### config.mk
export PLATFORM = sky130hd
export DESIGN_NAME = can_datagram_reassembler
export DESIGN_NICKNAME = d
export VERILOG_FILES = /design/src/sv/dgr_pkg.sv /design/src/sv/dgr_crc.sv /design/src/sv/dgr_store.sv /design/src/sv/can_datagram_reassembler.sv
export SDC_FILE = /design/constraint.sdc
export NUM_CORES = 2
export LEC_CHECK = 0
export ABC_AREA = 1
export BUFFER_PORTS_ARGS = -buffer_cell sky130_fd_sc_hd__buf_2
export CAP_MARGIN = 15
export CORE_ASPECT_RATIO = 0.6
export CORE_MARGIN = 10
export CORE_UTILIZATION = 35
export DETAILED_ROUTE_END_ITERATION = 16
export RECOVER_POWER = 100
export REMOVE_ABC_BUFFERS = 1
export SETUP_SLACK_MARGIN = 0.5
export SLEW_MARGIN = 5
export SYNTH_ARGS = -nofsm -noshare
export SYNTH_HDL_FRONTEND = slang
export SYNTH_SLANG_ARGS = --single-unit
### constraint.sdc
create_clock -name i_clk -period 4.6 [get_ports i_clk]
set_input_delay 0.92 -clock i_clk [delete_from_list [all_inputs] [get_ports i_clk]]
set_output_delay 0.92 -clock i_clk [all_outputs]
set_load 0.05 [all_outputs]
### src/sv/dgr_pkg.sv
// Shared types, constants and the CRC-32 byte step for the CAN datagram reassembler.
// Used by dgr_crc, dgr_store and can_datagram_reassembler; depends on nothing else.
`timescale 1ns / 1ps
`default_nettype none

package dgr_pkg;

    // Payload store sizing
    localparam int MAX_PAYLOAD = 256;
    localparam int ADDR_W      = $clog2(MAX_PAYLOAD);
    localparam int CNT_W       = $clog2(MAX_PAYLOAD + 1);
    localparam int LEN_W       = 9;

    // Idle timeout register
    localparam int TIMEOUT_W = 31;
    localparam logic [TIMEOUT_W-1:0] TIMEOUT_RESET = 31'd1000;

    // IEEE CRC-32, reflected
    localparam logic [31:0] CRC_POLY = 32'hEDB8_8320;
    localparam logic [31:0] CRC_INIT = 32'hFFFF_FFFF;

    // Input operation codes
    localparam logic OP_FRAME = 1'b0;
    localparam logic OP_TIME  = 1'b1;

    // Frame kind, low two bits of byte 0
    typedef enum logic [1:0] {
        KIND_MIDDLE = 2'd0,
        KIND_START  = 2'd1,
        KIND_END    = 2'd2,
        KIND_SINGLE = 2'd3
    } t_kind;

    // Result status codes
    localparam logic [1:0] ST_NONE  = 2'd0;
    localparam logic [1:0] ST_DONE  = 2'd1;
    localparam logic [1:0] ST_ERROR = 2'd2;

    // Error kinds
    localparam logic [2:0] ERR_NONE    = 3'd0;
    localparam logic [2:0] ERR_TIMEOUT = 3'd1;
    localparam logic [2:0] ERR_SHORT   = 3'd2;
    localparam logic [2:0] ERR_LONG    = 3'd3;
    localparam logic [2:0] ERR_CRC     = 3'd4;

    typedef struct packed {
        logic        op;
        logic [3:0]  frame_len;
        logic [7:0]  byte0;
        logic [7:0]  byte1;
        logic [7:0]  byte2;
        logic [7:0]  byte3;
        logic [7:0]  byte4;
        logic [7:0]  byte5;
        logic [7:0]  byte6;
        logic [7:0]  byte7;
        logic [31:0] now_ms;
    } t_in_item;

    typedef struct packed {
        logic [1:0]       status;
        logic [2:0]       error_kind;
        logic [LEN_W-1:0] payload_length;
        logic             last;
        logic [7:0]       out0;
        logic [7:0]       out1;
        logic [7:0]       out2;
        logic [7:0]       out3;
        logic [7:0]       out4;
        logic [7:0]       out5;
        logic [7:0]       out6;
        logic [7:0]       out7;
    } t_out_item;

    // Running CRC control
    typedef struct packed {
        logic       init;
        logic       upd;
        logic [7:0] data;
    } t_crc_ctl;

    // Payload store access, one write and one read port
    typedef struct packed {
        logic              we;
        logic [ADDR_W-1:0] waddr;
        logic [7:0]        wdata;
        logic              re;
        logic [ADDR_W-1:0] raddr;
    } t_store_req;

    // One byte through the reflected CRC-32, bit at a time
    function automatic logic [31:0] crc_byte(input logic [31:0] crc, input logic [7:0] data);
        logic [31:0] c;
        c = crc ^ {24'd0, data};
        for (int i = 0; i < 8; i++) begin
            c = c[0] ? ((c >> 1) ^ CRC_POLY) : (c >> 1);
        end
        return c;
    endfunction

endpackage

`default_nettype wire

### src/sv/dgr_crc.sv
// Running CRC-32 register, advanced one payload byte per cycle while an update is requested.
// Depends on dgr_pkg (t_crc_ctl, crc_byte, CRC_INIT).
`timescale 1ns / 1ps
`default_nettype none

module dgr_crc (
    input  wire logic             i_clk,
    input  wire logic             i_rst_n,
    input  wire dgr_pkg::t_crc_ctl i_ctl,
    output logic [31:0]           o_crc
);
    import dgr_pkg::*;

    logic [31:0] r_crc;
    logic [31:0] n_crc;

    // init wins over a byte update
    always_comb begin
        n_crc = r_crc;
        if (i_ctl.init) begin
            n_crc = CRC_INIT;
        end else if (i_ctl.upd) begin
            n_crc = crc_byte(r_crc, i_ctl.data);
        end
    end

    always_ff @(posedge i_clk) begin
        if (!i_rst_n) begin
            r_crc <= CRC_INIT;
        end else begin
            r_crc <= n_crc;
        end
    end

    assign o_crc = r_crc;

endmodule

`default_nettype wire

### src/sv/dgr_store.sv
// Payload byte store: synchronous RAM, one write and one read port, registered read.
// Depends on dgr_pkg (t_store_req, MAX_PAYLOAD).
`timescale 1ns / 1ps
`default_nettype none

module dgr_store (
    input  wire logic                i_clk,
    input  wire dgr_pkg::t_store_req i_req,
    output logic [7:0]               o_rd_data
);
    import dgr_pkg::*;

    logic [7:0] r_mem [MAX_PAYLOAD];
    logic [7:0] r_rd_data;

    // Writes and reads never target the same cycle window (append vs. readout)
    always_ff @(posedge i_clk) begin
        if (i_req.we) begin
            r_mem[i_req.waddr] <= i_req.wdata;
        end
        if (i_req.re) begin
            r_rd_data <= r_mem[i_req.raddr];
        end
    end

    assign o_rd_data = r_rd_data;

endmodule

`default_nettype wire

### src/sv/can_datagram_reassembler.sv
// CAN datagram reassembler: control sequencer, timeout check, output register.
// Depends on dgr_pkg, dgr_crc and dgr_store.
//
// Each input transaction is one CAN frame (up to 8 bytes) or a time check, and
// produces one or more result transactions. A frame is latched and then decoded;
// each appended payload byte (up to 7) is written to the payload RAM and folded
// into the CRC-32 in the same cycle, and an end frame then has its CRC compared.
// A completed datagram is read back through the RAM's single read port, one byte
// per cycle, and each 8-byte result word waits for the output register to be free.
// Input is stalled while an item is in work; a final result may sit in the output
// register while the next input transaction is accepted.
`timescale 1ns / 1ps
`default_nettype none

module can_datagram_reassembler (
    input  wire logic                      i_clk,
    input  wire logic                      i_rst_n,
    input  wire logic                      i_in_valid,
    output logic                           o_in_stall,
    input  wire dgr_pkg::t_in_item         i_in_data,
    output logic                           o_out_valid,
    input  wire logic                      i_out_stall,
    output dgr_pkg::t_out_item             o_out_data,
    input  wire logic                      i_cfg_valid,
    output logic                           o_cfg_ready,
    input  wire logic [dgr_pkg::TIMEOUT_W-1:0] i_cfg_data
);
    import dgr_pkg::*;

    typedef enum logic [2:0] {
        S_IDLE,
        S_DECODE,
        S_APPEND,
        S_CHECK,
        S_READ,
        S_RWAIT,
        S_EMIT
    } t_state;

    t_state                 r_state, n_state;
    t_in_item               r_item, n_item;
    logic [CNT_W-1:0]       r_fill, n_fill;
    logic [31:0]            r_expect, n_expect;
    logic                   r_inprog, n_inprog;
    logic [31:0]            r_last_t, n_last_t;
    logic [TIMEOUT_W-1:0]   r_timeout, n_timeout;
    logic [3:0]             r_idx, n_idx;
    logic [3:0]             r_end, n_end;
    logic                   r_is_end, n_is_end;
    t_out_item              r_res, n_res;
    t_out_item              r_out, n_out;
    logic                   r_out_valid, n_out_valid;
    logic [2:0]             r_lane, n_lane;
    logic [CNT_W-1:0]       r_base, n_base;
    logic                   r_pend_v, n_pend_v;
    logic [2:0]             r_pend_lane, n_pend_lane;
    logic                   r_pend_zero, n_pend_zero;

    t_crc_ctl               w_crc_ctl;
    logic [31:0]            w_crc;
    t_store_req             w_store;
    logic [7:0]             w_rd_data;

    logic [7:0]             w_b [8];
    logic [3:0]             w_flen;
    logic [3:0]             w_nbytes;
    t_kind                  w_kind;
    logic [31:0]            w_diff;
    logic                   w_timed;
    logic                   w_ovf;
    logic                   w_out_free;
    t_out_item              w_single;

    dgr_crc u_crc (
        .i_clk   (i_clk),
        .i_rst_n (i_rst_n),
        .i_ctl   (w_crc_ctl),
        .o_crc   (w_crc)
    );

    dgr_store u_store (
        .i_clk     (i_clk),
        .i_req     (w_store),
        .o_rd_data (w_rd_data)
    );

    // Result with header fields set and all payload bytes zero
    function automatic t_out_item make_hdr(input logic [1:0] st, input logic [2:0] ek,
                                           input logic [LEN_W-1:0] len, input logic lst);
        t_out_item r;
        r                = '0;
        r.status         = st;
        r.error_kind     = ek;
        r.payload_length = len;
        r.last           = lst;
        return r;
    endfunction

    // Place one byte at a word offset of a result
    function automatic t_out_item set_byte(input t_out_item res, input logic [2:0] lane,
                                           input logic [7:0] v);
        t_out_item r;
        r = res;
        unique case (lane)
            3'd0: r.out0 = v;
            3'd1: r.out1 = v;
            3'd2: r.out2 = v;
            3'd3: r.out3 = v;
            3'd4: r.out4 = v;
            3'd5: r.out5 = v;
            3'd6: r.out6 = v;
            3'd7: r.out7 = v;
        endcase
        return r;
    endfunction

    // Frame decode from the latched item
    assign w_b[0]   = r_item.byte0;
    assign w_b[1]   = r_item.byte1;
    assign w_b[2]   = r_item.byte2;
    assign w_b[3]   = r_item.byte3;
    assign w_b[4]   = r_item.byte4;
    assign w_b[5]   = r_item.byte5;
    assign w_b[6]   = r_item.byte6;
    assign w_b[7]   = r_item.byte7;
    assign w_flen   = (r_item.frame_len > 4'd8) ? 4'd8 : r_item.frame_len;
    assign w_nbytes = w_flen - 4'd1;
    assign w_kind   = t_kind'(r_item.byte0[1:0]);

    // Idle timeout: signed difference must be positive and above the limit
    assign w_diff  = r_item.now_ms - r_last_t;
    assign w_timed = r_inprog && (r_item.now_ms != 32'd0) && (r_last_t != 32'd0) &&
                     !w_diff[31] && (w_diff[30:0] > r_timeout);

    // Overflow if the append would pass the store size
    assign w_ovf = ({1'b0, r_fill} + (CNT_W+1)'(w_nbytes)) > (CNT_W+1)'(MAX_PAYLOAD);

    assign w_out_free  = !r_out_valid || !i_out_stall;
    assign o_in_stall  = (r_state != S_IDLE);
    assign o_out_valid = r_out_valid;
    assign o_out_data  = r_out;
    assign o_cfg_ready = 1'b1;

    // Single frame passes bytes 1..len-1 straight through
    always_comb begin
        w_single = make_hdr(ST_DONE, ERR_NONE, LEN_W'(w_nbytes), 1'b1);
        for (int i = 0; i < 7; i++) begin
            if (4'(i + 1) < w_flen) begin
                w_single = set_byte(w_single, 3'(i), w_b[i + 1]);
            end
        end
    end

    // Sequencer next state
    always_comb begin
        logic                 clr;
        logic [CNT_W:0]       rd_pos;
        logic [CNT_W:0]       nxt_base;

        n_state     = r_state;
        n_item      = r_item;
        n_fill      = r_fill;
        n_expect    = r_expect;
        n_inprog    = r_inprog;
        n_last_t    = r_last_t;
        n_timeout   = r_timeout;
        n_idx       = r_idx;
        n_end       = r_end;
        n_is_end    = r_is_end;
        n_res       = r_res;
        n_out       = r_out;
        n_out_valid = r_out_valid && i_out_stall;
        n_lane      = r_lane;
        n_base      = r_base;
        n_pend_v    = 1'b0;
        n_pend_lane = r_pend_lane;
        n_pend_zero = r_pend_zero;
        w_crc_ctl   = '0;
        w_store     = '0;
        clr         = 1'b0;
        rd_pos      = {1'b0, r_base} + (CNT_W+1)'(r_lane);
        nxt_base    = {1'b0, r_base} + (CNT_W+1)'(8);

        // configuration register
        if (i_cfg_valid) begin
            n_timeout = i_cfg_data;
        end

        // read data returning from the store lands in the result word
        if (r_pend_v) begin
            n_res = set_byte(r_res, r_pend_lane, r_pend_zero ? 8'd0 : w_rd_data);
        end

        unique case (r_state)
            S_IDLE: begin
                if (i_in_valid) begin
                    n_item  = i_in_data;
                    n_state = S_DECODE;
                end
            end

            S_DECODE: begin
                n_state = S_EMIT;
                n_res   = make_hdr(ST_NONE, ERR_NONE, '0, 1'b1);
                priority if (r_item.op == OP_TIME) begin
                    if (w_timed) begin
                        clr   = 1'b1;
                        n_res = make_hdr(ST_ERROR, ERR_TIMEOUT, LEN_W'(r_fill), 1'b1);
                    end
                end else if (w_flen == 4'd0) begin
                    // empty frame: nothing to do
                end else if (w_timed && (w_kind == KIND_MIDDLE || w_kind == KIND_END)) begin
                    clr   = 1'b1;
                    n_res = make_hdr(ST_ERROR, ERR_TIMEOUT, LEN_W'(r_fill), 1'b1);
                end else begin
                    unique case (w_kind)
                        KIND_SINGLE: begin
                            clr   = 1'b1;
                            n_res = w_single;
                        end
                        KIND_START: begin
                            if (w_flen < 4'd5) begin
                                clr   = 1'b1;
                                n_res = make_hdr(ST_ERROR, ERR_SHORT, '0, 1'b1);
                            end else begin
                                n_fill         = '0;
                                w_crc_ctl.init = 1'b1;
                                n_expect       = {r_item.byte4, r_item.byte3,
                                                  r_item.byte2, r_item.byte1};
                                n_inprog       = 1'b1;
                                if (r_item.now_ms != 32'd0) begin
                                    n_last_t = r_item.now_ms;
                                end
                                n_idx    = 4'd5;
                                n_end    = w_flen;
                                n_is_end = 1'b0;
                                if (w_flen > 4'd5) begin
                                    n_state = S_APPEND;
                                end
                            end
                        end
                        default: begin
                            // middle or end frame
                            if (r_inprog) begin
                                if (r_item.now_ms != 32'd0) begin
                                    n_last_t = r_item.now_ms;
                                end
                                if (w_ovf) begin
                                    clr   = 1'b1;
                                    n_res = make_hdr(ST_ERROR, ERR_LONG, LEN_W'(r_fill), 1'b1);
                                end else begin
                                    n_idx    = 4'd1;
                                    n_end    = w_flen;
                                    n_is_end = (w_kind == KIND_END);
                                    if (w_flen > 4'd1) begin
                                        n_state = S_APPEND;
                                    end else if (w_kind == KIND_END) begin
                                        n_state = S_CHECK;
                                    end
                                end
                            end
                        end
                    endcase
                end
            end

            // one byte per cycle into the store and the CRC
            S_APPEND: begin
                w_store.we     = 1'b1;
                w_store.waddr  = r_fill[ADDR_W-1:0];
                w_store.wdata  = w_b[r_idx[2:0]];
                w_crc_ctl.upd  = 1'b1;
                w_crc_ctl.data = w_b[r_idx[2:0]];
                n_fill         = r_fill + CNT_W'(1);
                n_idx          = r_idx + 4'd1;
                if (r_idx + 4'd1 == r_end) begin
                    if (r_is_end) begin
                        n_state = S_CHECK;
                    end else begin
                        n_res   = make_hdr(ST_NONE, ERR_NONE, '0, 1'b1);
                        n_state = S_EMIT;
                    end
                end
            end

            // end frame: compare final CRC and start readout, or emit the error or empty result
            S_CHECK: begin
                if ((w_crc ^ CRC_INIT) != r_expect) begin
                    clr     = 1'b1;
                    n_res   = make_hdr(ST_ERROR, ERR_CRC, LEN_W'(r_fill), 1'b1);
                    n_state = S_EMIT;
                end else begin
                    n_inprog = 1'b0;
                    n_expect = '0;
                    n_last_t = '0;
                    if (r_fill == '0) begin
                        n_res   = make_hdr(ST_DONE, ERR_NONE, '0, 1'b1);
                        n_state = S_EMIT;
                    end else begin
                        n_base  = '0;
                        n_lane  = '0;
                        n_res   = make_hdr(ST_DONE, ERR_NONE, LEN_W'(r_fill),
                                           r_fill <= CNT_W'(8));
                        n_state = S_READ;
                    end
                end
            end

            // issue one store read per lane; past the end the lane reads as zero
            S_READ: begin
                w_store.re    = 1'b1;
                w_store.raddr = rd_pos[ADDR_W-1:0];
                n_pend_v      = 1'b1;
                n_pend_lane   = r_lane;
                n_pend_zero   = rd_pos >= {1'b0, r_fill};
                n_lane        = r_lane + 3'd1;
                if (r_lane == 3'd7) begin
                    n_state = S_RWAIT;
                end
            end

            S_RWAIT: begin
                n_state = S_EMIT;
            end

            // hand the result word to the output register
            S_EMIT: begin
                if (w_out_free) begin
                    n_out       = r_res;
                    n_out_valid = 1'b1;
                    if (r_res.last) begin
                        n_state = S_IDLE;
                    end else begin
                        n_base     = nxt_base[CNT_W-1:0];
                        n_lane     = '0;
                        n_res.last = (nxt_base + (CNT_W+1)'(8)) >= {1'b0, r_fill};
                        n_state    = S_READ;
                    end
                end
            end

            default: begin
                n_state = S_IDLE;
            end
        endcase

        // abandon the datagram
        if (clr) begin
            n_fill         = '0;
            n_expect       = '0;
            n_inprog       = 1'b0;
            n_last_t       = '0;
            w_crc_ctl.init = 1'b1;
        end
    end

    // State and registered outputs
    always_ff @(posedge i_clk) begin
        if (!i_rst_n) begin
            r_state     <= S_IDLE;
            r_item      <= '0;
            r_fill      <= '0;
            r_expect    <= '0;
            r_inprog    <= 1'b0;
            r_last_t    <= '0;
            r_timeout   <= TIMEOUT_RESET;
            r_idx       <= '0;
            r_end       <= '0;
            r_is_end    <= 1'b0;
            r_res       <= '0;
            r_out       <= '0;
            r_out_valid <= 1'b0;
            r_lane      <= '0;
            r_base      <= '0;
            r_pend_v    <= 1'b0;
            r_pend_lane <= '0;
            r_pend_zero <= 1'b0;
        end else begin
            r_state     <= n_state;
            r_item      <= n_item;
            r_fill      <= n_fill;
            r_expect    <= n_expect;
            r_inprog    <= n_inprog;
            r_last_t    <= n_last_t;
            r_timeout   <= n_timeout;
            r_idx       <= n_idx;
            r_end       <= n_end;
            r_is_end    <= n_is_end;
            r_res       <= n_res;
            r_out       <= n_out;
            r_out_valid <= n_out_valid;
            r_lane      <= n_lane;
            r_base      <= n_base;
            r_pend_v    <= n_pend_v;
            r_pend_lane <= n_pend_lane;
            r_pend_zero <= n_pend_zero;
        end
    end

endmodule

`default_nettype wire

==> results.md <==
- Run status: finished, violations left
- Violations in the final reports: max-capacitance violations, max-slew violations
- Clock tree root driver cell: sky130_fd_sc_hd__clkbuf_16
- # H-tree levels: 4
- First-pass GRT wire length: roughly 480000 µm
- Max Clock Freq: 0.221 GHz
- CTS clock-pin slew for the worst setup and hold paths: 0.07 ns
- Post-synthesis cell type count: 58
- Number of top-level pins: ~220
- RD Place Congestion: between 0.9 and 1
- Psw: roughly 0.018 W
- Share of cells above drive strength 1: between 10% and 20%
- Maximum buffer depth of the clock tree: 4
- Cell leakage power: ~42 nW
- VDD IR max: between 400 and 500 µV
- NumNets Final: about 9500
- Total vias in the final route: between 70000 and 80000
- Finished Layout Cells: between 10000 and 15000
- Top flip-flop cell by instance count after synthesis: sky130_fd_sc_hd__edfxtp_1
- Die Area: between 300000 and 400000 µm²
- Worst Hold Margin: around 0.32 ns
- Clock tree from TritonCTS: done
- Crit share post-route: between 90% and 100%
- Number of global-route vias before repair: between 70000 and 80000
- WL/cell: between 20 and 25 µm
- Power share of the combinational group: 23.1%
- Fin Setup TNS: 0 ns
- # DRC: 0
- Number of synthesized register bits: 2479
- Rel. slew slack: -134%
- RSZ-0062 raised after global routing: yes
- Core Footprint: between 300000 and 400000 µm²
- Switching power as a share of total power: a little under a third
- Number of setup violations in the final report: 0
- Largest driver fanout on the critical path: 67
- Portion of total power attributed to the clock network: a little under a third
- Filler cell count in the final layout: 28400
- Sequential fraction of design power: 45.1%
- DR pass1 iterations: 6
- Async set-reset flop share out of synthesis: 0%
- PD cells: roughly 500 nW/µm²
- Sort of element at the end of the critical path: register
- Gate Count Post-Synth: 9210
- Int Pwr: ~0.040 W
- Post-synthesis instance area: around 110000 µm²
- Final Critical Period: about 4.5 ns
- Post-Syn Area per Cell: 11.6 µm²
- Die height: 447 µm
- Worst EP required: around 5.1 ns
- Count of buffers from port buffering: approximately 220
- Area growth from synthesis to layout: 12.6%
- Utilization after layout: 39.7%
- Starting Density: about a third
- Smallest setup slack after layout: just over 0.07 ns
- Maximum number of pins on one net before global-route repair: about 230
- Launching element type of the critical path: register
- Horiz. Die Dim: 732 µm
- Highest-count cells in the layout ignoring fill and taps: sky130_fd_sc_hd__edfxtp_1, sky130_fd_sc_hd__nand3_1, sky130_fd_sc_hd__or2_2
- Most common library cell in the layout ignoring fill and taps: sky130_fd_sc_hd__edfxtp_1
- Std-Cell Rows: between 150 and 200
- Initial antenna violation count: 15
- Clock latency on the worst-skew pair: roughly 0.9 ns
- TritonCTS buffer count: roughly 220
- Via density per instance: ~5.6
- Final clock skew: approximately 0.070 ns
- TritonCTS sink count: around 2500
- Number of DRC violations after detailed-routing iteration 0: between 9000 and 10000
- Yosys warns: 0
- Detailed placer's ending HPWL: about 210000 µm
- Post-synthesis sequential area ratio: around two thirds
- Total detailed-routing wirelength: around 330000 µm
- Antenna violation net count after detailed routing: 0
- Number of synthesized flops with an enable pin: about 2100
- Final global-route overflow total: 0
- Count of final max-slew check failures: 1131
- Worst min-delay path class: input port to register
- Hold-fix buffers at CTS: 0
- Number of instances in the placed design: approximately 13000
- CP arrival: around 5 ns
- Total routing usage reported by global routing: approximately a fifth
- Class of the most critical setup path: register to register
- Transition at the pin with the smallest max-transition slack: around 3.5 ns
- Hold violation count in the final report: 0
- Worst setup slack after placement: -0.343 ns
- Max capacitance violation total: 16
## critical path, stage by stage, from the launching register on
cell and delay [ns]:
sky130_fd_sc_hd__dfxtp_1 0.38, sky130_fd_sc_hd__clkbuf_2 0.73, sky130_fd_sc_hd__a21oi_1 0.15, sky130_fd_sc_hd__o21ai_0 0.14
sky130_fd_sc_hd__nand3_1 0.17, sky130_fd_sc_hd__nand3_2 0.26, sky130_fd_sc_hd__clkinvlp_4 1.39, sky130_fd_sc_hd__clkbuf_4 0.86
## through the flow
step | total power (W) | instance area, µm²
6_report | 0.0588 | 120000
5_1_grt | 0.0612 | 120000
4_1_cts | 0.0584 | 120000
3_5_place_dp | 0.0394 | 113000
3_3_place_gp | 0.0393 | 113000
2_1_floorplan | 0.0345 | 104000
## sequential cells by signal, indices dropped and copies added (netlist names), 8 cells and up
signal             count
u_store.r_mem       2048
r_fill                 9
u_store.o_rd_data      8
r_res                 79
r_item               101
u_crc.o_crc           32
r_timeout             31
r_expect              32
r_last_t              32
o_out_data            79
## synthesized netlist by cell type (2+ instances only)
cell | count | area (µm²)
sky130_fd_sc_hd__edfxtp_1 | 2056 | 61700
sky130_fd_sc_hd__nand3_1 | 1176 | 5890
sky130_fd_sc_hd__nand2_1 | 773 | 2900
sky130_fd_sc_hd__or2_2 | 756 | 4730
sky130_fd_sc_hd__o211ai_1 | 752 | 5650
sky130_fd_sc_hd__o21ai_0 | 632 | 3160
sky130_fd_sc_hd__nor2_1 | 583 | 2190
sky130_fd_sc_hd__dfxtp_1 | 423 | 8470
sky130_fd_sc_hd__clkbuf_1 | 415 | 1560
sky130_fd_sc_hd__inv_1 | 378 | 1420
sky130_fd_sc_hd__a21oi_1 | 325 | 1630
sky130_fd_sc_hd__o21bai_1 | 290 | 2180
sky130_fd_sc_hd__buf_2 | 152 | 761
sky130_fd_sc_hd__ha_1 | 94 | 1180
sky130_fd_sc_hd__xor2_1 | 66 | 578
sky130_fd_sc_hd__nand4_1 | 60 | 375
sky130_fd_sc_hd__buf_1 | 46 | 173
sky130_fd_sc_hd__mux2i_1 | 33 | 330
sky130_fd_sc_hd__nor3_1 | 31 | 155
sky130_fd_sc_hd__buf_4 | 21 | 158
sky130_fd_sc_hd__xnor2_1 | 14 | 123
sky130_fd_sc_hd__inv_2 | 12 | 45.0
sky130_fd_sc_hd__o22ai_1 | 12 | 75.1
sky130_fd_sc_hd__nand2_2 | 11 | 68.8
sky130_fd_sc_hd__a211oi_1 | 10 | 75.1
sky130_fd_sc_hd__a21o_1 | 10 | 75.1
sky130_fd_sc_hd__buf_6 | 8 | 90.1
sky130_fd_sc_hd__a31oi_1 | 7 | 43.8
sky130_fd_sc_hd__o21ai_1 | 6 | 30.0
sky130_fd_sc_hd__nand3b_1 | 5 | 37.5
sky130_fd_sc_hd__nor2_2 | 5 | 31.3
sky130_fd_sc_hd__nor2_4 | 5 | 56.3
sky130_fd_sc_hd__nor4_1 | 5 | 31.3
sky130_fd_sc_hd__nand3_2 | 4 | 40.0
sky130_fd_sc_hd__a22oi_1 | 3 | 22.5
sky130_fd_sc_hd__nand2_4 | 3 | 33.8
sky130_fd_sc_hd__o21a_1 | 3 | 22.5
sky130_fd_sc_hd__a31o_2 | 2 | 17.5
sky130_fd_sc_hd__clkinv_1 | 2 | 7.51
sky130_fd_sc_hd__fa_1 | 2 | 40.0
sky130_fd_sc_hd__o211a_1 | 2 | 20.0
## final timing paths
path	start	to	slack, ns	cells past startpoint
worst max register to register	r_idx[0]	u_store.r_mem[226][5]	0.07	7
worst max-delay path	r_idx[0]	u_store.r_mem[226][5]	0.07	7
worst min register to register	r_item[93]	r_item[93]	0.45	2
worst min-delay path	i_cfg_data[3]	r_timeout[3]	0.32	3
## repair_timing
action                     4_1_cts  5_1_grt
gates cloned                     1        3
gates resized for setup         70       72
pin swaps                       15       11
setup endpoints to repair      152      783
setup buffers                   13        6
## power groups by stage
stage / clock network [W] / registers, W / logic, W
after floorplan: 0 / 0.0271 / 0.00742
after global placement: 0 / 0.0269 / 0.0124
after detailed placement: 0 / 0.0269 / 0.0125
after CTS: 0.0189 / 0.0264 / 0.0131
after global routing: 0.0199 / 0.0265 / 0.0148
final: 0.0187 / 0.0265 / 0.0136
## layer usage
metal	track usage, %	vias to the layer above	share of wire, %
met3	6.02	407	12
met4	3.56	2	1.7
met5	0	-	0.0061
met2	26.1	3711	40
li1	-	33600	-
met1	29.6	37900	46
## cells by family after synthesis
group | Yosys count | share of synthesized area [%]
AO/OA/AOI/OAI | 2060 | 12.3
AND/OR/NAND/NOR | 3423 | 15.6
flip-flops | 2479 | 66.0
adder cells (fa/ha/maj) | 96 | 1.14
multiplexers | 33 | 0.310
XOR/XNOR | 83 | 0.721
buffers and inverters | 1035 | 3.96
other | 1 | 0.00352
## layout make-up
cell class	instances	area, µm²	share of cell area, %
inverter	393	1540	1.29
antenna	8	20.0	0.0167
clock inverter	120	1220	1.02
timing repair buffer	494	3600	3.01
tap	4029	5040	4.21
sequential	2479	70200	58.6
multi-input combinational	5696	32400	27.0
clock buffer	273	5780	4.82
Power figures use the tool's default switching activity.
